**src/rtl/obl_pkg.sv**
```systemverilog
// ----------------------------------------------------------------------------
// obl_pkg: shared types and constants for the octave band level block
// Record and result layouts, divider handshake and register indexes.
// ----------------------------------------------------------------------------
package obl_pkg;

    localparam int MAG_W       = 16;
    localparam int ACC_W       = 24;
    localparam int CNT_W       = 12;
    localparam int LVL_W       = 12;
    localparam int BAND_W      = 4;
    localparam int MAX_BANDS   = 16;
    localparam int LOUD_W      = 8;
    localparam int SUM_W       = 16;
    localparam int QUEUE_DEPTH = 4;
    localparam int DVD_W       = 24;
    localparam int DSR_W       = 12;
    localparam int TDATA_W     = 48;
    localparam int IN_TDATA_W  = 16;

    localparam int CFG_ADDR_W  = 2;
    localparam int CFG_DATA_W  = 16;

    localparam logic [CFG_ADDR_W-1:0] REG_PEAK_DECAY     = 2'd0;
    localparam logic [CFG_ADDR_W-1:0] REG_LOUDNESS_FLOOR = 2'd1;
    localparam logic [CFG_ADDR_W-1:0] REG_BIN_THRESHOLD  = 2'd2;
    localparam logic [CFG_ADDR_W-1:0] REG_BEAT_THRESHOLD = 2'd3;

    localparam logic [7:0]  RST_PEAK_DECAY     = 8'd1;
    localparam logic [7:0]  RST_LOUDNESS_FLOOR = 8'd0;
    localparam logic [15:0] RST_BIN_THRESHOLD  = 16'd1500;
    localparam logic [11:0] RST_BEAT_THRESHOLD = 12'd30;

    // one finished band, handed from front to back
    typedef struct packed {
        logic [BAND_W-1:0] band;
        logic [ACC_W-1:0]  acc;
        logic [CNT_W-1:0]  cnt;
        logic              done;
    } band_rec_t;

    typedef struct packed {
        logic             start;
        logic [DVD_W-1:0] dividend;
        logic [DSR_W-1:0] divisor;
    } div_req_t;

    typedef struct packed {
        logic             busy;
        logic             done;
        logic [DVD_W-1:0] quotient;
    } div_rsp_t;

    typedef struct packed {
        logic [7:0]  peak_decay;
        logic [7:0]  loudness_floor;
        logic [11:0] beat_threshold;
    } back_cfg_t;

    typedef struct packed {
        logic [BAND_W-1:0] band_number;
        logic [LVL_W-1:0]  band_level;
        logic [LVL_W-1:0]  band_peak;
        logic              peak_new;
        logic              frame_done;
        logic [LOUD_W-1:0] loudness_scaled;
        logic [LOUD_W-1:0] loudness_smooth;
        logic              beat_flag;
    } result_t;

endpackage

```
**src/rtl/octave_band_level_peak_loudness.sv**
```systemverilog
// ----------------------------------------------------------------------------
// octave_band_level_peak_loudness: octave band levels, peaks and loudness
// Bin stream in, one result beat per octave band, frame loudness on the last.
// ----------------------------------------------------------------------------
// Usage:
//  - s_ channel: one FFT magnitude bin per beat, FFT_POINTS/2 bins per frame,
//    bins in ascending order; the bin index is counted inside.
//  - m_ channel: one beat per band; tlast marks the last band of the frame,
//    which also carries loudness, smoothed loudness and the beat flag.
//  - Config: cfg_we/cfg_addr/cfg_wdata, written while the block is idle.
//  - Front takes one bin per cycle while the 4-entry band queue has room.
//  - Back runs a shared 2-bit-per-cycle divider, one band at a time: at most
//    one division per band, up to four for the last band (level, mean,
//    scaled loudness, beat); NB = floor(log2(FFT_POINTS))-1 bands.
//  - Reset (aresetn low, synchronous) clears counters, peaks and loudness
//    state and restores register defaults.
//  - A stalled m_tready holds the result beat; the back keeps working on the
//    next queued band, and s_tready drops only when the queue is full.
// ----------------------------------------------------------------------------
module octave_band_level_peak_loudness import obl_pkg::*; #(
    parameter int FFT_POINTS = 64
) (
    input  logic                  aclk,
    input  logic                  aresetn,
    // input channel
    input  logic                  s_tvalid,
    output logic                  s_tready,
    input  logic [IN_TDATA_W-1:0] s_tdata,   // [15:0] bin_magnitude
    // result channel
    output logic                  m_tvalid,
    input  logic                  m_tready,
    // [3:0] band_number, [15:4] band_level, [27:16] band_peak, [28] peak_new,
    // [36:29] loudness_scaled, [44:37] loudness_smooth, [45] beat_flag, [47:46] 0
    output logic [TDATA_W-1:0]    m_tdata,
    output logic                  m_tlast,   // frame_done
    // configuration write port
    input  logic                  cfg_we,
    input  logic [CFG_ADDR_W-1:0] cfg_addr,
    input  logic [CFG_DATA_W-1:0] cfg_wdata
);

    logic [7:0]  peak_decay_reg;
    logic [7:0]  loudness_floor_reg;
    logic [15:0] bin_threshold_reg;
    logic [11:0] beat_threshold_reg;

    logic        bin_accept;
    logic        rec_push, fifo_full, fifo_empty, rec_pop;
    band_rec_t   rec_in, rec_head;
    back_cfg_t   back_cfg;
    result_t     res;

    // register file: plain writes, out-of-range cannot occur on 2 address bits
    always_ff @(posedge aclk) begin
        if (!aresetn) begin
            peak_decay_reg     <= RST_PEAK_DECAY;
            loudness_floor_reg <= RST_LOUDNESS_FLOOR;
            bin_threshold_reg  <= RST_BIN_THRESHOLD;
            beat_threshold_reg <= RST_BEAT_THRESHOLD;
        end else if (cfg_we) begin
            unique case (cfg_addr)
                REG_PEAK_DECAY:     peak_decay_reg     <= cfg_wdata[7:0];
                REG_LOUDNESS_FLOOR: loudness_floor_reg <= cfg_wdata[7:0];
                REG_BIN_THRESHOLD:  bin_threshold_reg  <= cfg_wdata[15:0];
                REG_BEAT_THRESHOLD: beat_threshold_reg <= cfg_wdata[11:0];
            endcase
        end
    end

    // a bin beat is taken whenever the band queue has a free entry
    assign s_tready   = !fifo_full;
    assign bin_accept = s_tvalid && s_tready;

    assign back_cfg.peak_decay     = peak_decay_reg;
    assign back_cfg.loudness_floor = loudness_floor_reg;
    assign back_cfg.beat_threshold = beat_threshold_reg;

    obl_front #(
        .FFT_POINTS (FFT_POINTS)
    ) u_front (
        .aclk          (aclk),
        .aresetn       (aresetn),
        .bin_accept    (bin_accept),
        .bin_magnitude (s_tdata[MAG_W-1:0]),
        .bin_threshold (bin_threshold_reg),
        .rec_push      (rec_push),
        .rec           (rec_in)
    );

    // closed bands wait here for the divider-based back part
    obl_fifo u_fifo (
        .aclk     (aclk),
        .aresetn  (aresetn),
        .push     (rec_push),
        .push_rec (rec_in),
        .pop      (rec_pop),
        .head     (rec_head),
        .full     (fifo_full),
        .empty    (fifo_empty)
    );

    obl_back #(
        .FFT_POINTS (FFT_POINTS)
    ) u_back (
        .aclk       (aclk),
        .aresetn    (aresetn),
        .cfg        (back_cfg),
        .head       (rec_head),
        .fifo_empty (fifo_empty),
        .pop        (rec_pop),
        .m_valid    (m_tvalid),
        .m_ready    (m_tready),
        .res        (res)
    );

    // pack result fields, lowest field first
    assign m_tdata = {2'b00, res.beat_flag, res.loudness_smooth, res.loudness_scaled,
                      res.peak_new, res.band_peak, res.band_level, res.band_number};
    assign m_tlast = res.frame_done;

endmodule

```
**src/rtl/obl_front.sv**
```systemverilog
// ----------------------------------------------------------------------------
// obl_front: bin counting and band accumulation
// Counts bins in a frame, sums qualifying magnitudes over 16 and closes bands.
// ----------------------------------------------------------------------------
module obl_front import obl_pkg::*; #(
    parameter int FFT_POINTS = 64
) (
    input  logic              aclk,
    input  logic              aresetn,
    input  logic              bin_accept,
    input  logic [MAG_W-1:0]  bin_magnitude,
    input  logic [15:0]       bin_threshold,
    output logic              rec_push,
    output band_rec_t         rec
);

    localparam int FRAME_LEN = FFT_POINTS / 2;
    localparam int BIN_W     = $clog2(FRAME_LEN);
    localparam int LAST      = FRAME_LEN - 1;
    localparam int NB        = $clog2(FFT_POINTS + 1) - 2;

    logic [BIN_W-1:0]  bin_reg, end_reg;
    logic [BAND_W-1:0] band_reg;
    logic [ACC_W-1:0]  acc_reg, acc_sum;
    logic [CNT_W-1:0]  cnt_reg, cnt_sum;
    logic              active, qual, emit, wrap;
    logic [BIN_W:0]    end_dbl;
    logic [BIN_W-1:0]  end_next;

    always_comb begin
        active   = (bin_reg >= BIN_W'(2)) && (band_reg < BAND_W'(NB));
        qual     = bin_magnitude > bin_threshold;
        acc_sum  = acc_reg + (qual ? ACC_W'(bin_magnitude[MAG_W-1:4]) : '0);
        cnt_sum  = cnt_reg + CNT_W'(qual);
        emit     = active && (bin_reg >= end_reg);
        wrap     = bin_reg == BIN_W'(LAST);
        // next band ends at twice this one, cut at the frame's last bin
        end_dbl  = {end_reg, 1'b0};
        end_next = (end_dbl > (BIN_W+1)'(LAST)) ? BIN_W'(LAST) : end_dbl[BIN_W-1:0];
    end

    assign rec_push  = bin_accept && emit;
    assign rec.band  = band_reg;
    assign rec.acc   = acc_sum;
    assign rec.cnt   = cnt_sum;
    assign rec.done  = band_reg == BAND_W'(NB - 1);

    always_ff @(posedge aclk) begin
        if (!aresetn) begin
            bin_reg  <= '0;
            band_reg <= '0;
            end_reg  <= BIN_W'(2);
            acc_reg  <= '0;
            cnt_reg  <= '0;
        end else if (bin_accept) begin
            if (wrap) begin
                bin_reg  <= '0;
                band_reg <= '0;
                end_reg  <= BIN_W'(2);
                acc_reg  <= '0;
                cnt_reg  <= '0;
            end else begin
                bin_reg <= bin_reg + BIN_W'(1);
                if (emit) begin
                    acc_reg  <= '0;
                    cnt_reg  <= '0;
                    band_reg <= band_reg + BAND_W'(1);
                    end_reg  <= end_next;
                end else if (active) begin
                    acc_reg <= acc_sum;
                    cnt_reg <= cnt_sum;
                end
            end
        end
    end

endmodule

```
**src/rtl/obl_fifo.sv**
```systemverilog
// ----------------------------------------------------------------------------
// obl_fifo: band record queue
// Small register queue between the front and back parts.
// ----------------------------------------------------------------------------
module obl_fifo import obl_pkg::*; (
    input  logic      aclk,
    input  logic      aresetn,
    input  logic      push,
    input  band_rec_t push_rec,
    input  logic      pop,
    output band_rec_t head,
    output logic      full,
    output logic      empty
);

    localparam int AW = $clog2(QUEUE_DEPTH);
    localparam int CW = $clog2(QUEUE_DEPTH + 1);

    band_rec_t       mem_reg [QUEUE_DEPTH];
    logic [AW-1:0]   wr_reg, rd_reg;
    logic [CW-1:0]   cnt_reg;

    assign full  = cnt_reg == CW'(QUEUE_DEPTH);
    assign empty = cnt_reg == '0;
    assign head  = mem_reg[rd_reg];

    always_ff @(posedge aclk) begin
        if (push) begin
            mem_reg[wr_reg] <= push_rec;
        end
    end

    always_ff @(posedge aclk) begin
        if (!aresetn) begin
            wr_reg  <= '0;
            rd_reg  <= '0;
            cnt_reg <= '0;
        end else begin
            if (push) begin
                wr_reg <= wr_reg + AW'(1);
            end
            if (pop) begin
                rd_reg <= rd_reg + AW'(1);
            end
            cnt_reg <= cnt_reg + CW'(push) - CW'(pop);
        end
    end

endmodule

```
**src/rtl/obl_div.sv**
```systemverilog
// ----------------------------------------------------------------------------
// obl_div: iterative unsigned divider
// Restoring division, two quotient bits per cycle.
// ----------------------------------------------------------------------------
module obl_div import obl_pkg::*; (
    input  logic     aclk,
    input  logic     aresetn,
    input  div_req_t req,
    output div_rsp_t rsp
);

    localparam int STEPS = DVD_W / 2;
    localparam int CW    = $clog2(STEPS);

    logic             busy_reg, done_reg;
    logic [CW-1:0]    step_reg;
    logic [DSR_W-1:0] rem_reg, dsr_reg;
    logic [DVD_W-1:0] dvd_reg;

    logic [DSR_W:0]   r1, r2, d_ext, r1_sub, r2_sub;
    logic             ge1, ge2;
    logic [DSR_W-1:0] rem1, rem2;

    always_comb begin
        d_ext  = {1'b0, dsr_reg};
        r1     = {rem_reg, dvd_reg[DVD_W-1]};
        ge1    = r1 >= d_ext;
        r1_sub = r1 - d_ext;
        rem1   = ge1 ? r1_sub[DSR_W-1:0] : r1[DSR_W-1:0];
        r2     = {rem1, dvd_reg[DVD_W-2]};
        ge2    = r2 >= d_ext;
        r2_sub = r2 - d_ext;
        rem2   = ge2 ? r2_sub[DSR_W-1:0] : r2[DSR_W-1:0];
    end

    assign rsp.busy     = busy_reg;
    assign rsp.done     = done_reg;
    assign rsp.quotient = dvd_reg;

    always_ff @(posedge aclk) begin
        if (!aresetn) begin
            busy_reg <= 1'b0;
            done_reg <= 1'b0;
            step_reg <= '0;
        end else begin
            done_reg <= 1'b0;
            if (req.start && !busy_reg) begin
                busy_reg <= 1'b1;
                step_reg <= '0;
            end else if (busy_reg) begin
                step_reg <= step_reg + CW'(1);
                if (step_reg == CW'(STEPS - 1)) begin
                    busy_reg <= 1'b0;
                    done_reg <= 1'b1;
                end
            end
        end
    end

    // quotient bits shift in where dividend bits leave
    always_ff @(posedge aclk) begin
        if (req.start && !busy_reg) begin
            rem_reg <= '0;
            dvd_reg <= req.dividend;
            dsr_reg <= req.divisor;
        end else if (busy_reg) begin
            rem_reg <= rem2;
            dvd_reg <= {dvd_reg[DVD_W-3:0], ge1, ge2};
        end
    end

endmodule

```
**src/rtl/obl_back.sv**
```systemverilog
// ----------------------------------------------------------------------------
// obl_back: band level, peak hold and frame loudness
// Sequences the divisions per band and per frame, holds the result beat.
// ----------------------------------------------------------------------------
module obl_back import obl_pkg::*; #(
    parameter int FFT_POINTS = 64
) (
    input  logic      aclk,
    input  logic      aresetn,
    input  back_cfg_t cfg,
    input  band_rec_t head,
    input  logic      fifo_empty,
    output logic      pop,
    output logic      m_valid,
    input  logic      m_ready,
    output result_t   res
);

    localparam int NB      = $clog2(FFT_POINTS + 1) - 2;
    localparam int LOW_CNT = (NB > 7) ? NB - 7 : 1;

    typedef enum logic [3:0] {
        S_IDLE, S_LEVEL, S_PEAK, S_MEAN, S_LMAX, S_SCALE, S_SMOOTH, S_BEAT, S_EMIT
    } state_t;

    state_t            state_reg;
    band_rec_t         rec_reg;
    logic [LVL_W-1:0]  level_reg, mean_reg, lmax_reg, pk_out_reg;
    logic [SUM_W-1:0]  level_sum_reg, low_sum_reg;
    logic [LOUD_W-1:0] sm_reg, ls_reg, sm_out_reg;
    logic              beat_reg, new_reg, m_valid_reg;
    result_t           res_reg;
    logic [LVL_W-1:0]  peak_mem [MAX_BANDS];

    div_req_t          div_req;
    div_rsp_t          div_rsp;

    logic [LVL_W-1:0]  pk_old, pk_n, blend, lmax_n;
    logic              pk_new;
    logic [SUM_W-1:0]  level_sum_n, low_sum_n;
    logic [LVL_W:0]    lmax_sum;
    logic [19:0]       scale_num;
    logic [LOUD_W-1:0] ls_clamp, sm_n;
    logic [LOUD_W:0]   sm_sum;
    logic              can_emit;

    obl_div u_div (
        .aclk    (aclk),
        .aresetn (aresetn),
        .req     (div_req),
        .rsp     (div_rsp)
    );

    always_comb begin
        pk_old = peak_mem[rec_reg.band];
        pk_new = 1'b0;
        if (pk_old < level_reg) begin
            pk_n   = level_reg;
            pk_new = 1'b1;
        end else if ({4'b0, cfg.peak_decay} <= pk_old) begin
            pk_n = pk_old - {4'b0, cfg.peak_decay};
        end else begin
            pk_n = '0;
        end

        level_sum_n = level_sum_reg + SUM_W'(level_reg);
        low_sum_n   = (rec_reg.band < BAND_W'(LOW_CNT)) ?
                      low_sum_reg + SUM_W'(level_reg) : low_sum_reg;

        blend    = (mean_reg > {4'b0, cfg.loudness_floor}) ? mean_reg
                                                           : {4'b0, cfg.loudness_floor};
        lmax_sum = {1'b0, lmax_reg} + {1'b0, blend};
        lmax_n   = (lmax_reg < mean_reg) ? mean_reg : lmax_sum[LVL_W:1];

        // mean * 255
        scale_num = {mean_reg, 8'b0} - {8'b0, mean_reg};
        ls_clamp  = (div_rsp.quotient > DVD_W'(255)) ? 8'hFF : div_rsp.quotient[7:0];

        sm_sum = {1'b0, sm_reg} + {1'b0, ls_reg};
        sm_n   = (sm_reg > 8'd2 || ls_reg != '0) ? sm_sum[LOUD_W:1] : '0;

        pop      = (state_reg == S_IDLE) && !fifo_empty;
        can_emit = !m_valid_reg || m_ready;
    end

    always_comb begin
        div_req = '0;
        case (state_reg)
            S_IDLE: begin
                if (pop && head.acc != '0 && head.cnt != '0) begin
                    div_req.start    = 1'b1;
                    div_req.dividend = head.acc;
                    div_req.divisor  = head.cnt;
                end
            end
            S_PEAK: begin
                if (rec_reg.done) begin
                    div_req.start    = 1'b1;
                    div_req.dividend = DVD_W'(level_sum_n);
                    div_req.divisor  = DSR_W'(NB);
                end
            end
            S_LMAX: begin
                if (lmax_n != '0) begin
                    div_req.start    = 1'b1;
                    div_req.dividend = DVD_W'(scale_num);
                    div_req.divisor  = lmax_n;
                end
            end
            S_SMOOTH: begin
                div_req.start    = 1'b1;
                div_req.dividend = DVD_W'(low_sum_reg);
                div_req.divisor  = DSR_W'(LOW_CNT);
            end
            default: ;
        endcase
    end

    always_ff @(posedge aclk) begin
        if (!aresetn) begin
            for (int i = 0; i < MAX_BANDS; i++) begin
                peak_mem[i] <= '0;
            end
        end else if (state_reg == S_PEAK) begin
            peak_mem[rec_reg.band] <= pk_n;
        end
    end

    always_ff @(posedge aclk) begin
        if (!aresetn) begin
            state_reg     <= S_IDLE;
            m_valid_reg   <= 1'b0;
            level_sum_reg <= '0;
            low_sum_reg   <= '0;
            lmax_reg      <= '0;
            sm_reg        <= '0;
        end else begin
            if (m_valid_reg && m_ready) begin
                m_valid_reg <= 1'b0;
            end
            unique case (state_reg)
                S_IDLE: begin
                    if (pop) begin
                        rec_reg    <= head;
                        ls_reg     <= '0;
                        sm_out_reg <= '0;
                        beat_reg   <= 1'b0;
                        if (head.acc != '0 && head.cnt != '0) begin
                            state_reg <= S_LEVEL;
                        end else begin
                            level_reg <= '0;
                            state_reg <= S_PEAK;
                        end
                    end
                end
                S_LEVEL: begin
                    if (div_rsp.done) begin
                        level_reg <= div_rsp.quotient[LVL_W-1:0];
                        state_reg <= S_PEAK;
                    end
                end
                S_PEAK: begin
                    pk_out_reg    <= pk_n;
                    new_reg       <= pk_new;
                    level_sum_reg <= level_sum_n;
                    low_sum_reg   <= low_sum_n;
                    state_reg     <= rec_reg.done ? S_MEAN : S_EMIT;
                end
                S_MEAN: begin
                    if (div_rsp.done) begin
                        mean_reg  <= div_rsp.quotient[LVL_W-1:0];
                        state_reg <= S_LMAX;
                    end
                end
                S_LMAX: begin
                    lmax_reg <= lmax_n;
                    if (lmax_n != '0) begin
                        state_reg <= S_SCALE;
                    end else begin
                        // zero maximum: loudness stays 0
                        ls_reg    <= '0;
                        state_reg <= S_SMOOTH;
                    end
                end
                S_SCALE: begin
                    if (div_rsp.done) begin
                        ls_reg    <= ls_clamp;
                        state_reg <= S_SMOOTH;
                    end
                end
                S_SMOOTH: begin
                    sm_reg     <= sm_n;
                    sm_out_reg <= sm_n;
                    state_reg  <= S_BEAT;
                end
                S_BEAT: begin
                    if (div_rsp.done) begin
                        beat_reg      <= div_rsp.quotient > DVD_W'(cfg.beat_threshold);
                        level_sum_reg <= '0;
                        low_sum_reg   <= '0;
                        state_reg     <= S_EMIT;
                    end
                end
                S_EMIT: begin
                    if (can_emit) begin
                        res_reg.band_number     <= rec_reg.band;
                        res_reg.band_level      <= level_reg;
                        res_reg.band_peak       <= pk_out_reg;
                        res_reg.peak_new        <= new_reg;
                        res_reg.frame_done      <= rec_reg.done;
                        res_reg.loudness_scaled <= ls_reg;
                        res_reg.loudness_smooth <= sm_out_reg;
                        res_reg.beat_flag       <= beat_reg;
                        m_valid_reg             <= 1'b1;
                        state_reg               <= S_IDLE;
                    end
                end
                default: state_reg <= S_IDLE;
            endcase
        end
    end

    assign m_valid = m_valid_reg;
    assign res     = res_reg;

`ifndef SYNTHESIS
    a_div_start_idle: assert property (@(posedge aclk) disable iff (!aresetn)
        div_req.start |-> !div_rsp.busy)
        else $error("divider started while busy");

    a_div_done_waited: assert property (@(posedge aclk) disable iff (!aresetn)
        div_rsp.done |-> (state_reg == S_LEVEL || state_reg == S_MEAN ||
                          state_reg == S_SCALE || state_reg == S_BEAT))
        else $error("divider result with no state waiting for it");

    a_pop_leaves_idle: assert property (@(posedge aclk) disable iff (!aresetn)
        pop |=> state_reg != S_IDLE)
        else $error("record popped but sequencer stayed idle");

    a_frame_fields_zero: assert property (@(posedge aclk) disable iff (!aresetn)
        (m_valid_reg && !res_reg.frame_done) |->
        (res_reg.loudness_scaled == '0 && res_reg.loudness_smooth == '0 &&
         !res_reg.beat_flag))
        else $error("frame fields set on a band that does not end the frame");
`endif

endmodule

```
**config.mk**
```make
export PLATFORM = sky130hd
export DESIGN_NAME = octave_band_level_peak_loudness
export DESIGN_NICKNAME = d
export VERILOG_FILES = /design/src/rtl/obl_pkg.sv /design/src/rtl/octave_band_level_peak_loudness.sv /design/src/rtl/obl_front.sv /design/src/rtl/obl_fifo.sv /design/src/rtl/obl_div.sv /design/src/rtl/obl_back.sv
export SDC_FILE = /design/constraint.sdc
export NUM_CORES = 1
export LEC_CHECK = 0
export CAP_MARGIN = 40
export CORE_MARGIN = 4
export CORE_UTILIZATION = 53
export DETAILED_ROUTE_END_ITERATION = 10
export DONT_BUFFER_PORTS = 1
export PLACE_DENSITY_LB_ADDON = 0.2
export SYNTH_ARGS = -nofsm -noshare
export SYNTH_HDL_FRONTEND = slang
export SYNTH_SLANG_ARGS = --single-unit
```
**constraint.sdc**
```tcl
create_clock -name aclk -period 5.55 [get_ports aclk]
set_input_delay 0.2775 -clock aclk [delete_from_list [all_inputs] [get_ports aclk]]
set_output_delay 0.2775 -clock aclk [all_outputs]
set_load 0.02 [all_outputs]
```
==> run summary <==
Share of layout cells above drive strength 1: 0.116
Global-route wire length before repair: 138000 um
WP data required: 5.88 ns
Synth-to-layout area growth: 11.5%
Buf/Inv on CP: 2
Crit end category: register
Core Area: 63300 um2
Worst hold path class: in -> reg
Setup TNS: 0 ns
Total placed instance area: 35100 um2
Final hold violations: 0
Startpoint Class: register
Slowest CP cell: or4b_1
Avg WL per Cell: 23.6 um
Nets: 3188
Port bufs: 0
DIE AREA: 68200 um2
# clock sinks: 680
Pwr Total: 20.4 mW
DRC Markers: 0
Commonest non-fill, non-tap cells in the layout: 498 x edfxtp_1, 400 x nor2_1, 201 x nand2_1
Final min period: 5.24 ns
Syn_area_per_cell: 11.5 um2
P_leak: 14.4 nW
Power Density: 538 nW/um2
Maximum clock rate: 0.191 GHz
Via count: 24000
Worst Clk Skew: 0.0324 ns
Synth cell types: 83
Slew @ Worst Pin: 0.821 ns
Clock transition at path regs: 0.06 ns
# IOs: 90
Post-CTS Setup Bufs: 0
Status: finished clean
Synthesis-stage register bit count: 680
Crit Path Category: reg -> reg
Routed WL: 91400 um
Synth warn: 0
Crit-path cells: ha_1, nor2b_1, o211ai_1, a21oi_1, or4b_1, nand2_1, nand2_1, fa_1, nand3b_1, a21o_1, a211oi_1, xnor2_1, nand4b_1, o21ai_0, nand3_1, or3_1, o31ai_4, buf_12, inv_2
Gr usage total: 0.266
Vias in the first global route: 23400
Commonest non-fill, non-tap cell in the layout: edfxtp_1
Crit-path most repeated cell: nand2_1
Maxcap violations: 0
# setup viols final: 0
Delay-heaviest family, CP: simple AND/OR/NAND/NOR gates
Total congestion overflow: 0
Peak supply drop: 0.505 mV
Starting Density: 0.537
Sequential-to-total area share from yosys stat: 0.547
Initial DRC Count: 2781
Max FFs per register: 192
Cts bufs inserted: 74
Die W: 261 um
Synth Flop Type: edfxtp_1
Unrepaired setup endpoints after global routing: false
Post-synth EDFFs: 498
Drt via density: 6.19
Crit share post-route: 0.945
Mapped Area: 34000 um2
CTS tree: yes
Chip height: 261 um
Clk_lat worst skew: 0.63 ns
Max incr delay on CP: 0.64 ns
Final non-filler cell area: 37900 um2
Core Util, Final: 0.599
CTS Buffer Depth: 3
Slew margin rel.: 0.453
Num rows: 92
# H-tree levels: 3
Largest net degree at the start of global routing: 124
Antenna violations before repair: 9
Antenna Nets Post-Route: 0
HPWL after DPL: 64600 um
Final slew viol count: 0
Syn Inst Count: 2948
Crit Path Max Fanout: 26
Clock root buffer: clkbuf_16
Final Wtd Congestion: 0.911
Ys async rst share: 0
1st-pass router iterations: 6
Arrival time at the worst endpoint: 5.58 ns
[worst register-to-register path: stages (launching register included)]
cell and delay [ns]:
edfxtp_1 0.47, ha_1 0.33, nor2b_1 0.15, o211ai_1 0.17, a21oi_1 0.12, or4b_1 0.64, nand2_1 0.10, nand2_1 0.07
fa_1 0.40, nand3b_1 0.20, a21o_1 0.22, a211oi_1 0.36, xnor2_1 0.19, nand4b_1 0.13, o21ai_0 0.19, nand3_1 0.12
or3_1 0.40, o31ai_4 0.28, buf_12 0.25, inv_2 0.18
[cells by family (layout without fill, tap and decap cells)]
group / Yosys count / count (layout) / share of synthesized area
adder cells (fa/ha/maj): 179 / 179 / 0.0679
multiplexers: 146 / 146 / 0.0805
AO/OA/AOI/OAI: 582 / 582 / 0.113
flip-flops: 680 / 680 / 0.547
XOR/XNOR: 105 / 105 / 0.0271
other: 1 / 5 / 0.000110
buffers and inverters: 316 / 398 / 0.0375
AND/OR/NAND/NOR: 939 / 939 / 0.126
[synth_stat cells, types with 8 or more instances]
| cell | number | area [um2] |
|---|---|---|
| a31oi_1 | 20 | 125 |
| a21oi_1 | 173 | 866 |
| a22oi_1 | 28 | 210 |
| o31ai_1 | 12 | 90.1 |
| nand3_1 | 66 | 330 |
| nor4_1 | 36 | 225 |
| or3_1 | 13 | 81.3 |
| o21bai_1 | 13 | 97.6 |
| buf_2 | 17 | 85.1 |
| mux4_2 | 101 | 2270 |
| o21ai_0 | 124 | 621 |
| edfxtp_1 | 498 | 15000 |
| o211ai_1 | 23 | 173 |
| o21a_1 | 27 | 203 |
| mux2_2 | 9 | 101 |
| nor2_1 | 402 | 1510 |
| nand2_1 | 201 | 754 |
| clkbuf_1 | 110 | 413 |
| mux2i_1 | 36 | 360 |
| a21boi_0 | 8 | 60.1 |
| ha_1 | 170 | 2130 |
| or4_1 | 9 | 67.6 |
| fa_1 | 9 | 180 |
| dfxtp_1 | 182 | 3640 |
| xor2_1 | 43 | 377 |
| o2bb2ai_1 | 8 | 70.1 |
| inv_1 | 155 | 582 |
| a211oi_1 | 16 | 120 |
| xnor2_1 | 62 | 543 |
| nand2b_1 | 17 | 106 |
| a22o_1 | 15 | 131 |
| a21o_1 | 38 | 285 |
| and2_1 | 34 | 213 |
| nand4_1 | 34 | 213 |
| nor2b_1 | 28 | 175 |
| and3_1 | 32 | 200 |
| nor3_1 | 41 | 205 |
| buf_4 | 10 | 75.1 |
| buf_1 | 11 | 41.3 |
| a222oi_1 | 11 | 110 |
[through the flow]
stage	setup WS, ns	instances	hold WS (ns)
3_5_place_dp	0.384	3719	0.385
3_3_place_gp	0.486	3710	0.376
5_1_grt	0.0165	3877	0.0579
2_1_floorplan	0.0820	2949	0.400
6_report	0.306	3880	0.0591
4_1_cts	0.335	3877	0.0193
[final timing paths]
kind                        start                       to  slack (ns)  depth (start not counted)
max            u_back.mean_reg[1]  u_back.u_div.dsr_reg[8]        0.31                         19
min reg2reg  u_back.pk_out_reg[8]           u_back.res[27]        0.41                          0
max reg2reg    u_back.mean_reg[1]  u_back.u_div.dsr_reg[8]        0.31                         19
min                   cfg_addr[0]    bin_threshold_reg[12]        0.06                          4
[metal layers]
layer / vias to the layer above / track usage / wire (um)
li1: 10900 / - / -
met1: 12000 / 0.379 / 39100
met2: 964 / 0.410 / 41000
met3: 172 / 0.0689 / 8820
met4: 8 / 0.0765 / 2350
met5: - / 0 / 41
[where the power goes]
part | total (mW) | switching [mW] | internal (mW) | leakage (nW)
sequential | 6.72 | 0.533 | 6.19 | 6.26
combinational | 8.55 | 5.26 | 3.29 | 6.90
clock | 5.11 | 2.09 | 3.03 | 1.23
[final cells by class]
type                       instances  area [um2]
timing repair buffer              97         920
clock buffer                      95        1980
clock inverter                    42         553
sequential                       680       18600
antenna                            3        7.51
inverter                         164         618
fill                            5061       25400
multi-input combinational       1953       14200
tap                              846        1060
[repair_timing]
item | 4_1_cts | 5_1_grt
resized for setup | 0 | 1
hold buffers | 21 | 0
hold endpoints to repair | 71 | 0
setup endpoints to repair | 0 | 4
Note: power is estimated with default switching activity, not from simulation.
